==> config.mk <==
export PLATFORM = sky130hd
export DESIGN_NAME = omni_drive_mixer_pwm_duty
export DESIGN_NICKNAME = d
export VERILOG_FILES = /design/src/design/odm_pkg.sv /design/src/design/omni_drive_mixer_pwm_duty.sv /design/src/design/odm_lane.sv /design/src/design/odm_merge.sv
export SDC_FILE = /design/constraint.sdc
export NUM_CORES = 2
export LEC_CHECK = 0
export BUFFER_PORTS_ARGS = -buffer_cell sky130_fd_sc_hd__buf_2
export CORE_UTILIZATION = 40
export CTS_CLUSTER_SIZE = 14
export DETAILED_ROUTE_END_ITERATION = 10
export PLACE_DENSITY = 0.56
export SYNTH_ARGS = -nofsm -noshare
export SYNTH_HDL_FRONTEND = slang
export SYNTH_SLANG_ARGS = --single-unit
==> constraint.sdc <==
create_clock -name i_clk -period 13.9 [get_ports i_clk]
set_input_delay 2.78 -clock i_clk [delete_from_list [all_inputs] [get_ports i_clk]]
set_output_delay 2.78 -clock i_clk [all_outputs]
set_load 0.005 [all_outputs]
==> src/design/odm_pkg.sv <==
`default_nettype none
// ----------------------------------------------------------------------------
// odm_pkg
// Shared types and constants of the X-drive mixer and PWM duty block.
// ----------------------------------------------------------------------------
package odm_pkg;

    localparam int NUM_LANES = 4;
    localparam int PWR_W     = 20;          // signed working width of a wheel power
    localparam int PROD_W    = 33;          // signed width of the mixing product

    // Request kinds carried in tuser
    typedef enum logic [1:0] {
        REQ_TICK   = 2'd0,
        REQ_VECTOR = 2'd1,
        REQ_DIRECT = 2'd2
    } t_req;

    // Register indexes of the configuration port
    localparam logic [1:0] CFG_INVERT_MASK = 2'd0;
    localparam logic [1:0] CFG_MIN_POWER   = 2'd1;
    localparam logic [1:0] CFG_MAX_POWER   = 2'd2;
    localparam logic [1:0] CFG_IDLE_TMO    = 2'd3;

    // 0.7071 in Q1.15
    localparam logic signed [15:0] MIX_COEF  = 16'sd23170;
    localparam logic signed [32:0] RND_HALF  = 33'sd16384;
    localparam logic [15:0]        HALF_DUTY = 16'd25600;
    localparam logic [15:0]        FULL_DUTY = 16'd51200;

    // Per-wheel signs on x and y: m1 (-x -y), m2 (+x -y), m3 (+x +y), m4 (-x +y)
    localparam logic [NUM_LANES-1:0] LANE_X_NEG = 4'b1001;
    localparam logic [NUM_LANES-1:0] LANE_Y_NEG = 4'b0011;

    typedef struct packed {
        logic x_neg;
        logic y_neg;
        logic invert;
    } t_lane_ctl;

    typedef struct packed {
        logic [14:0] min_power;
        logic [14:0] max_power;
    } t_limits;

endpackage : odm_pkg
`default_nettype wire

==> src/design/omni_drive_mixer_pwm_duty.sv <==
`default_nettype none
// ----------------------------------------------------------------------------
// omni_drive_mixer_pwm_duty
// Four-wheel X-drive mixer: motion vectors or direct powers in, PWM duties out.
// ----------------------------------------------------------------------------
// Pipeline: a command item accepted on the slave side is loaded into the multiply
//   stage, then the power stage, then the result register, from which it is
//   offered on the master side.
// Throughput: one item per cycle; each of the four wheel lanes holds one
//   multiplier, and the single result register lets a held result stall the lanes.
// Reset (synchronous, active low): pipeline and result emptied, idle count zero,
//   registers back to invert 0, min 2560, max 25600, timeout 300 ms.
// ----------------------------------------------------------------------------
module omni_drive_mixer_pwm_duty import odm_pkg::*; (
    input  wire logic         i_clk,
    input  wire logic         i_rst_n,
    // slave side
    input  wire logic         s_axis_tvalid,
    output logic              s_axis_tready,
    // [15:0] vec_x, [31:16] vec_y, [47:32] turn, [63:48] power_1,
    // [79:64] power_2, [95:80] power_3, [111:96] power_4
    input  wire logic [111:0] s_axis_tdata,
    // [1:0] req_type
    input  wire logic [1:0]   s_axis_tuser,
    // master side
    output logic              m_axis_tvalid,
    input  wire logic         m_axis_tready,
    // [15:0] duty_1, [31:16] duty_2, [47:32] duty_3, [63:48] duty_4,
    // [64] driver_awake, [71:65] zero
    output logic [71:0]       m_axis_tdata,
    // configuration
    input  wire logic         i_cfg_we,
    input  wire logic [1:0]   i_cfg_addr,
    input  wire logic [15:0]  i_cfg_wdata
);

    // configuration registers
    logic [NUM_LANES-1:0] r_invert_mask;
    logic [14:0]          r_min_power;
    logic [14:0]          r_max_power;
    logic [15:0]          r_idle_tmo;

    // pipeline control: valid and request kind per stage
    logic                 r_v1;
    t_req                 r_k1;
    logic                 r_v2;
    t_req                 r_k2;

    logic                 adv;
    logic                 accept;
    logic                 kind_ok;
    t_req                 in_kind;
    t_limits              limits;

    logic [NUM_LANES-1:0]       lane_zero;
    logic [NUM_LANES-1:0][15:0] lane_duty;
    logic [NUM_LANES-1:0][15:0] out_duty;
    logic                       out_awake;

    always_ff @(posedge i_clk) begin
        if (!i_rst_n) begin
            r_invert_mask <= '0;
            r_min_power   <= 15'd2560;
            r_max_power   <= 15'd25600;
            r_idle_tmo    <= 16'd300;
        end else if (i_cfg_we) begin
            case (i_cfg_addr)
                CFG_INVERT_MASK: r_invert_mask <= i_cfg_wdata[NUM_LANES-1:0];
                CFG_MIN_POWER:   r_min_power   <= i_cfg_wdata[14:0];
                CFG_MAX_POWER:   r_max_power   <= i_cfg_wdata[14:0];
                CFG_IDLE_TMO:    r_idle_tmo    <= i_cfg_wdata;
                default: ;
            endcase
        end
    end

    // Decode the request; the unused code is taken and dropped at once.
    always_comb begin
        in_kind = t_req'(s_axis_tuser);
        case (in_kind)
            REQ_TICK, REQ_VECTOR, REQ_DIRECT: kind_ok = 1'b1;
            default:                          kind_ok = 1'b0;
        endcase
    end

    assign s_axis_tready = adv;
    assign accept        = s_axis_tvalid && s_axis_tready;

    // Ticks travel the pipeline too, so the idle count sees every item in order.
    always_ff @(posedge i_clk) begin
        if (!i_rst_n) begin
            r_v1 <= 1'b0;
            r_v2 <= 1'b0;
        end else if (adv) begin
            r_v1 <= accept && kind_ok;
            r_v2 <= r_v1;
        end
    end

    always_ff @(posedge i_clk) begin
        if (adv) begin
            r_k1 <= in_kind;
            r_k2 <= r_k1;
        end
    end

    assign limits.min_power = r_min_power;
    assign limits.max_power = r_max_power;

    for (genvar g = 0; g < NUM_LANES; g++) begin : g_lane
        t_lane_ctl ctl;

        assign ctl.x_neg  = LANE_X_NEG[g];
        assign ctl.y_neg  = LANE_Y_NEG[g];
        assign ctl.invert = r_invert_mask[g];

        odm_lane u_lane (
            .i_clk    (i_clk),
            .i_en     (adv),
            .i_ctl    (ctl),
            .i_lim    (limits),
            .i_direct (in_kind == REQ_DIRECT),
            .i_x      (s_axis_tdata[15:0]),
            .i_y      (s_axis_tdata[31:16]),
            .i_turn   (s_axis_tdata[47:32]),
            .i_power  (s_axis_tdata[48+16*g +: 16]),
            .o_zero   (lane_zero[g]),
            .o_duty   (lane_duty[g])
        );
    end

    // Merge the lanes: all-zero check, idle counter, result register.
    odm_merge u_merge (
        .i_clk       (i_clk),
        .i_rst_n     (i_rst_n),
        .i_valid     (r_v2),
        .i_kind      (r_k2),
        .i_zero      (lane_zero),
        .i_duty      (lane_duty),
        .i_timeout   (r_idle_tmo),
        .i_out_ready (m_axis_tready),
        .o_adv       (adv),
        .o_out_valid (m_axis_tvalid),
        .o_duty      (out_duty),
        .o_awake     (out_awake)
    );

    assign m_axis_tdata = {7'b0, out_awake, out_duty[3], out_duty[2], out_duty[1], out_duty[0]};

endmodule : omni_drive_mixer_pwm_duty
`default_nettype wire

==> src/design/odm_lane.sv <==
`default_nettype none
// ----------------------------------------------------------------------------
// odm_lane
// One wheel: mix the vector into a power or take the direct power, invert, clamp and form the duty.
// ----------------------------------------------------------------------------
module odm_lane import odm_pkg::*; (
    input  wire logic               i_clk,
    input  wire logic               i_en,
    input  wire t_lane_ctl          i_ctl,
    input  wire t_limits            i_lim,
    input  wire logic               i_direct,
    input  wire logic signed [15:0] i_x,
    input  wire logic signed [15:0] i_y,
    input  wire logic signed [15:0] i_turn,
    input  wire logic signed [15:0] i_power,
    output logic                    o_zero,
    output logic [15:0]             o_duty
);

    logic signed [PROD_W-1:0] r_prod;
    logic signed [15:0]       r_base;
    logic                     r_direct;
    logic signed [PWR_W-1:0]  r_pwr;

    logic signed [17:0]       sx;
    logic signed [17:0]       sy;
    logic signed [17:0]       ssum;
    logic signed [PROD_W-1:0] n_prod;
    logic signed [PROD_W-1:0] rsum;
    logic signed [17:0]       rnd;
    logic signed [PWR_W-1:0]  mixed;
    logic signed [PWR_W-1:0]  n_pwr;
    logic signed [PWR_W-1:0]  lim_max;
    logic signed [PWR_W-1:0]  lim_min;
    logic signed [PWR_W-1:0]  clamped;
    logic signed [20:0]       duty_raw;

    // stage 1: signed sum of x and y, scaled by the coefficient
    always_comb begin
        sx     = i_ctl.x_neg ? -18'(i_x) : 18'(i_x);
        sy     = i_ctl.y_neg ? -18'(i_y) : 18'(i_y);
        ssum   = sx + sy;
        n_prod = PROD_W'(ssum) * PROD_W'(MIX_COEF);
    end

    always_ff @(posedge i_clk) begin
        if (i_en) begin
            r_prod   <= n_prod;
            r_base   <= i_direct ? i_power : i_turn;
            r_direct <= i_direct;
        end
    end

    // stage 2: round to nearest (ties up), add turn or take the direct power, optionally invert
    always_comb begin
        rsum  = r_prod + RND_HALF;
        rnd   = 18'(rsum >>> 15);
        mixed = r_direct ? PWR_W'(r_base) : PWR_W'(rnd) + PWR_W'(r_base);
        n_pwr = i_ctl.invert ? -mixed : mixed;
    end

    always_ff @(posedge i_clk) begin
        if (i_en) begin
            r_pwr <= n_pwr;
        end
    end

    // clamp magnitude (upper bound first), then offset to the duty scale
    always_comb begin
        lim_max = PWR_W'({1'b0, i_lim.max_power});
        lim_min = PWR_W'({1'b0, i_lim.min_power});
        clamped = r_pwr;
        if (r_pwr > 0) begin
            if (r_pwr > lim_max) begin
                clamped = lim_max;
            end else if (r_pwr < lim_min) begin
                clamped = lim_min;
            end
        end else if (r_pwr < 0) begin
            if (r_pwr < -lim_max) begin
                clamped = -lim_max;
            end else if (r_pwr > -lim_min) begin
                clamped = -lim_min;
            end
        end
        duty_raw = 21'(clamped) + 21'($signed({1'b0, HALF_DUTY}));
        if (duty_raw < 0) begin
            o_duty = '0;
        end else if (duty_raw > 21'($signed({1'b0, FULL_DUTY}))) begin
            o_duty = FULL_DUTY;
        end else begin
            o_duty = 16'(duty_raw);
        end
        o_zero = (r_pwr == '0);
    end

endmodule : odm_lane
`default_nettype wire

==> src/design/odm_merge.sv <==
`default_nettype none
// ----------------------------------------------------------------------------
// odm_merge
// Combine the four lanes, keep the idle counter and hold the result item.
// ----------------------------------------------------------------------------
module odm_merge import odm_pkg::*; (
    input  wire logic                        i_clk,
    input  wire logic                        i_rst_n,
    input  wire logic                        i_valid,
    input  wire t_req                        i_kind,
    input  wire logic [NUM_LANES-1:0]        i_zero,
    input  wire logic [NUM_LANES-1:0][15:0]  i_duty,
    input  wire logic [15:0]                 i_timeout,
    input  wire logic                        i_out_ready,
    output logic                             o_adv,
    output logic                             o_out_valid,
    output logic [NUM_LANES-1:0][15:0]       o_duty,
    output logic                             o_awake
);

    logic                            r_out_valid;
    logic [NUM_LANES-1:0][15:0]      r_duty;
    logic                            r_awake;
    logic [15:0]                     r_idle_ms;

    logic                            n_out_valid;
    logic [NUM_LANES-1:0][15:0]      n_duty;
    logic                            n_awake;
    logic [15:0]                     n_idle_ms;
    logic                            all_zero;
    logic                            is_cmd;

    assign o_adv = !r_out_valid || i_out_ready;

    always_comb begin
        all_zero    = &i_zero;
        is_cmd      = (i_kind != REQ_TICK);
        n_out_valid = i_valid && is_cmd;
        n_idle_ms   = r_idle_ms;
        if (i_valid) begin
            if (!is_cmd) begin
                if (r_idle_ms != '1) begin
                    n_idle_ms = r_idle_ms + 16'd1;
                end
            end else if (!all_zero) begin
                n_idle_ms = '0;
            end
        end
        if (all_zero) begin
            for (int i = 0; i < NUM_LANES; i++) begin
                n_duty[i] = HALF_DUTY;
            end
            n_awake = !(r_idle_ms > i_timeout);
        end else begin
            n_duty  = i_duty;
            n_awake = 1'b1;
        end
    end

    always_ff @(posedge i_clk) begin
        if (!i_rst_n) begin
            r_out_valid <= 1'b0;
            r_idle_ms   <= '0;
        end else if (o_adv) begin
            r_out_valid <= n_out_valid;
            r_idle_ms   <= n_idle_ms;
        end
    end

    always_ff @(posedge i_clk) begin
        if (o_adv && n_out_valid) begin
            r_duty  <= n_duty;
            r_awake <= n_awake;
        end
    end

    assign o_out_valid = r_out_valid;
    assign o_duty      = r_duty;
    assign o_awake     = r_awake;

    // a sleeping driver only ever comes with half-period duties
    a_sleep_half: assert property (@(posedge i_clk) disable iff (!i_rst_n)
        (r_out_valid && !r_awake) |->
            (r_duty[0] == HALF_DUTY && r_duty[1] == HALF_DUTY &&
             r_duty[2] == HALF_DUTY && r_duty[3] == HALF_DUTY))
        else $error("sleep with non-neutral duty");

    a_duty_range: assert property (@(posedge i_clk) disable iff (!i_rst_n)
        r_out_valid |-> (r_duty[0] <= FULL_DUTY && r_duty[1] <= FULL_DUTY &&
                         r_duty[2] <= FULL_DUTY && r_duty[3] <= FULL_DUTY))
        else $error("duty beyond full scale");

    a_cmd_result: assert property (@(posedge i_clk) disable iff (!i_rst_n)
        (o_adv && i_valid && i_kind != REQ_TICK) |=> r_out_valid)
        else $error("command item lost");

    a_tick_silent: assert property (@(posedge i_clk) disable iff (!i_rst_n)
        (o_adv && (!i_valid || i_kind == REQ_TICK)) |=> !r_out_valid)
        else $error("result without a command");

endmodule : odm_merge
`default_nettype wire
# Word level (Yosys, flattened, before mapping)
# Cells that the tools add are included.
totals:
  regBits: 411
  inputBits: 137
  out_inout_bits: 74
  word_cells: 183
op_classes:
  addsub: 25
  n_mul: 4
  n_lt_le_gt_ge: 33
  eq_ne: 7
  muxes: 48
  reduce_logical: 30
ops:
  columns: ["operator", "count"]
  rows:
  - ["two-way mux 20 bit", 32]
  - ["two-way mux 16 bit", 11]
  - ["adder 33 x 16 -> 33 bit (second input constant)", 4]
  - ["multiplier 18 x 15 -> 32 bit (second input constant)", 3]
  - ["adder 20 x 16 -> 21 bit (second input constant)", 4]
  - ["greater-than comparator 21 x 17 -> 1 bit (second input constant)", 4]
  - ["< comparator 21 x 1 -> 1 bit (second input constant)", 4]
  - ["greater-than comparator 20 x 1 -> 1 bit (second input constant)", 4]
  - ["greater-than comparator 20 x 16 -> 1 bit", 4]
  - ["greater-than comparator 20 bit", 4]
  - ["zero test 20 bit", 4]
  - ["< comparator 20 x 1 -> 1 bit (second input constant)", 4]
  - ["< comparator 20 x 16 -> 1 bit", 4]
  - ["< comparator 20 bit", 4]
  - ["negation 20 bit", 4]
  - ["adder 18 x 16 -> 19 bit", 4]
  - ["two-way mux 15 bit", 4]
  - ["negation 15 -> 20 bit", 2]
  - ["negation 16 -> 18 bit", 2]
  - ["multiplier 17 x 15 -> 32 bit (second input constant)", 1]
  - ["adder 16 x 18 -> 18 bit", 1]
  - ["adder 18 x 16 -> 18 bit", 1]
  - ["adder 18 bit", 1]
  - ["adder 16 x 16 -> 17 bit", 1]
  - ["other kinds (16)", 36]

# Depth between registers and ports, before layout
depth:
  word_depth: 10
  depth_mapped: 36
  depth_no_buf: 36

# Hierarchy
# From an unflattened synthesis, not the netlist that was laid out.
hier_totals:
  cells_unflattened: 6263
  area_unflattened_um2: 56171.4
by_module_without_submodules:
  columns: ["mod", "n_inst", "cells_each", "area_per_inst_um2", "seq_area_each_um2"]
  rows:
  - ["odm_lane at g_lane[3].u_lane", 1, 1452, 12761.0, 1681.6]
  - ["odm_lane at g_lane[1].u_lane", 1, 1461, 12618.4, 1681.6]
  - ["odm_lane at g_lane[0].u_lane", 1, 1421, 12583.3, 1681.6]
  - ["odm_lane at g_lane[2].u_lane", 1, 1418, 12477.0, 1681.6]
  - ["odm_merge", 1, 303, 3748.6, 2292.2]
  - ["omni_drive_mixer_pwm_duty", 1, 208, 1983.2, 1161.1]

# Worst setup path before layout
# OpenSTA, ideal clock, no wires.
synth_timing:
  path_kind: "input to register"
  startpoint: "in m_axis_tready"
  endpoint: "reg u_merge.r_idle_ms[13]"
  setup_time_ns: 0.074
  t_arrival_ns: 11.974
  t_required_ns: 13.826
  setup_slack_ns: 1.853
  stages: 7
  path_buffers: 2
  path_cell_list: "nand2b_1 > clkbuf_1 > nand3_1 > or3_1 > clkbuf_1 > or3_1 > a21oi_1"
synth_between:
  elab_chain_len: 2
synth_rtl:
  columns: ["element", "line", "text"]
  rows:
  - ["from (decl)", "omni_drive_mixer_pwm_duty.sv:27", "input wire logic m_axis_tready,"]
  - ["logical OR 1 bit", "odm_merge.sv:33", "assign o_adv = !r_out_valid || i_out_ready;"]
  - ["via s_axis_tready", "omni_drive_mixer_pwm_duty.sv:19", "output logic s_axis_tready,"]
  - ["AND reduction 4 bit (no line)", null, null]
  - ["to (signal assigned)", "odm_merge.sv:66", "r_idle_ms <= n_idle_ms;"]
  - ["to (decl)", "odm_merge.sv:24", "logic [15:0] r_idle_ms;"]
# The timed path passes the listed nets, and every way through them passes these cells.
# A chain may end at the register's enable or synchronous reset.

# Worst setup path in the final report
layout_timing:
  startpoint: "in s_axis_tdata[1]"
  endpoint: "reg g_lane[3].u_lane.r_prod[32] (data pin)"
layout_between:
  elab_chain_len: 3
layout_rtl:
  columns: ["element", "line", "text"]
  rows:
  - ["from (decl)", "omni_drive_mixer_pwm_duty.sv:22", "input wire logic [111:0] s_axis_tdata,"]
  - ["negation 16 -> 18 bit", "odm_lane.sv:40", "sx = i_ctl.x_neg ? -18'(i_x) : 18'(i_x);"]
  - ["adder 18 x 16 -> 18 bit", "odm_lane.sv:42", "ssum = sx + sy;"]
  - ["multiplier 18 x 15 -> 32 bit", "odm_lane.sv:43", "n_prod = PROD_W'(ssum) * PROD_W'(MIX_COEF);"]
  - ["via g_lane[3].u_lane.n_prod[32]", "odm_lane.sv:28", "logic signed [PROD_W-1:0] n_prod;"]
  - ["to (signal assigned)", "odm_lane.sv:48", "r_prod <= n_prod;"]
  - ["to (decl)", "odm_lane.sv:20", "logic signed [PROD_W-1:0] r_prod;"]
# The timed path passes the listed nets, and every way through them passes these cells.

==> flow_summary.json <==
{
  "outcome": "completed",
  "cts_made_buffers": 43,
  "skew_ns": 0.0251,
  "die_h_um": 355,
  "synth_edf_count": 290,
  "period_needed_ns": 11.16,
  "io_buffer_count": 203,
  "grt_pass1_vias": 39663,
  "use_met3_pct": 3.83,
  "syn_inst": 5407,
  "cts_resized": 0,
  "synth_ff_type": "edfxtp_1",
  "hold_buffers": 0,
  "final_common_cell": "ha_1",
  "routedWlPerCell_um": 22.7,
  "max-cap-violations": 0,
  "fmax_mhz": 89.6,
  "met1_usage_pct": 33.7,
  "ys_seq_elements": 359,
  "finalMaxSlewViolations": 0,
  "cts_max_level": 2,
  "critPathMaxStageDelay_ns": 0.54,
  "die_w_um": 355,
  "seq_area_frac_synth_pct": 20.3,
  "crit_arrival_ns": 11.50,
  "grt_pass1_wl_mm": 246,
  "end_kind": "flop",
  "layout-drive-gt1-share_pct": 8.07,
  "path_clk_slew_ns": 0.06,
  "syn_area_um2": 49700,
  "grtUsageMet2_pct": 41.6,
  "grt-busiest-layer": "met2",
  "cts-root-buf": "clkbuf_16",
  "path_max_fanout": 7,
  "critPathRequiredTime_ns": 14.24,
  "fillCellCount": 11953,
  "drt_iter0_markers": 3545,
  "drc": 0,
  "post_cts_buffers": 0,
  "core-area_um2": 123000,
  "start_util_pct": 40.6,
  "start_kind": "input port",
  "gr-total-overflow": 0,
  "hold_viol": 0,
  "wirelength_mm": 165,
  "io-pin-count": 211,
  "ys_async_sr_fraction_pct": 0,
  "grt_setup_unrepaired": "no",
  "critical_path_class": "input port to flop",
  "hold_class": "flop to flop",
  "worstSkewPairLatency_ns": 0.61,
  "layout.nets": 6926,
  "grt_max_degree": 68,
  "synth.distinct_cells": 103,
  "period_share_pct": 80.3,
  "avgSynthCellArea_um2": 9.19,
  "via_per_inst": 5.66,
  "gp_congestion": 1.07,
  "die_area_um2": 126000,
  "tns_ns": 0,
  "antenna_found_initial": 9,
  "mostFrequentLayoutCells": "929 x ha_1, 617 x inv_1, 364 x nand2_1",
  "rows": 128,
  "setup_violations": 0,
  "tightest_slew_ns": 1.29,
  "cts_sinks": 359,
  "slew_headroom_pct": 13.6,
  "yosys_warnings": 0,
  "num_vias": 41027,
  "clk_path_buf_depth": 3,
  "crit_top_cell": "ha_1",
  "dp_hpwl_mm": 133,
  "ant_nets": 0,
  "gr-usage-all-layers_pct": 25.7,
  "cts_tree": "built",
  "syn2layout_area_growth_pct": 9.40,
  "drt_first_pass_iters": 8,
  "cpMaxStageDelayCell": "fa_1"
}
-- critical path: cells and delay by family --
kind / cells / cell delay, ns
buffers and inverters: 4 / 0.38
adders and majority gates: 9 / 3.45
xor gates and xnor gates: 2 / 0.38
and+or+nand+nor: 4 / 1.11
AOI/OAI and AO/OA: 16 / 3.36
-- final cells by class --
class	count	area, µm²	share of cell area (%)
Clock buffer	45	1090	2.01
Timing Repair Buffer	281	1600	2.94
Inverter	619	2320	4.27
Clock inverter	35	435	0.801
Sequential cell	359	10100	18.6
Antenna cell	2	5.00	0.00920
Multi-Input combinational cell	4286	36800	67.7
Tap cell	1625	2030	3.74
-- cell usage after synthesis, drive strengths merged, types with 26 or more instances --
master	n	area [µm²]
o21a	90	676
dfxtp	69	1380
a21boi	68	514
edfxtp	290	8710
inv	618	2320
a31oi	44	275
or3	39	244
and3	57	357
ha	929	11600
nor3b	26	195
nand3	127	636
nand2	364	1370
clkbuf	123	462
o22ai	29	181
a211oi	42	320
nand2b	35	219
mux2	30	338
o211ai	37	278
nand4	76	475
fa	270	5410
xnor2	272	2390
o21ai	215	1080
a21o	140	1050
buf	26	159
xor2	87	762
nor2	320	1200
mux2i	79	791
o31ai	44	335
a21oi	217	1090
nor4	47	309
nor2b	95	594
nor3	129	646
and2	30	190
-- worst paths after layout --
kind	from	cells after the start	slack, ns	endpoint
worst max-delay path	s_axis_tdata[1]	35	2.74	g_lane[3].u_lane.r_prod[32]
worst min-delay path	r_k1[0]	0	0.42	r_k2[0]
worst max register to register	r_min_power[0]	25	4.61	u_merge.o_duty[53]
worst min register to register	r_k1[0]	0	0.42	r_k2[0]
-- flip-flops by register name, summed over array words and instances, names as in the netlist --
name	flops
g_lane.u_lane.r_prod	76
r_k1	2
g_lane.u_lane.r_base	64
r_invert_mask	4
r_max_power	15
u_merge.r_idle_ms	16
g_lane.u_lane.r_direct	1
r_min_power	15
r_k2	2
g_lane.u_lane.r_pwr	80
u_merge.o_awake	1
r_idle_tmo	16
u_merge.o_duty	64
r_v1	1
r_v2	1
u_merge.o_out_valid	1
-- logic make-up (layout without fill, tap and decap cells) --
kind of cell,count (synthesis),count (layout),synth area share [%]
multiplexers,109,109,2.27
AO/OA/AOI/OAI,1167,1167,16.1
AND/OR/NAND/NOR,1431,1431,14.3
XOR/XNOR,368,368,6.75
other,1,9,0.00754
flip-flops,359,359,20.3
buffers and inverters,768,980,5.92
adder cells (fa/ha/maj),1204,1204,34.4
-- layer usage --
metal	wire length (µm)	share of wire (%)
met1	72100	44
met2	73000	44
met3	10500	6.4
met4	9110	5.5
met5	69	0.042
-- stage by stage --
stage | hold WS (ns) | instance area (µm²) | setup slack, ns | instances | utilization, %
after floorplan | 0.400 | 49700 | 1.85 | 5413 | -
after global placement | 0.403 | 52900 | 2.26 | 7170 | 43.1
after detailed placement | 0.408 | 52900 | 2.16 | 7170 | 43.1
after CTS | 0.424 | 54400 | 2.79 | 7250 | 44.4
after global routing | 0.431 | 54400 | 1.83 | 7251 | 44.4
final | 0.422 | 54400 | 2.74 | 7252 | 44.4
Power is left out: the tool's default activity adds up to more than one toggle a clock period on the data nets, which glitch-free logic cannot reach.
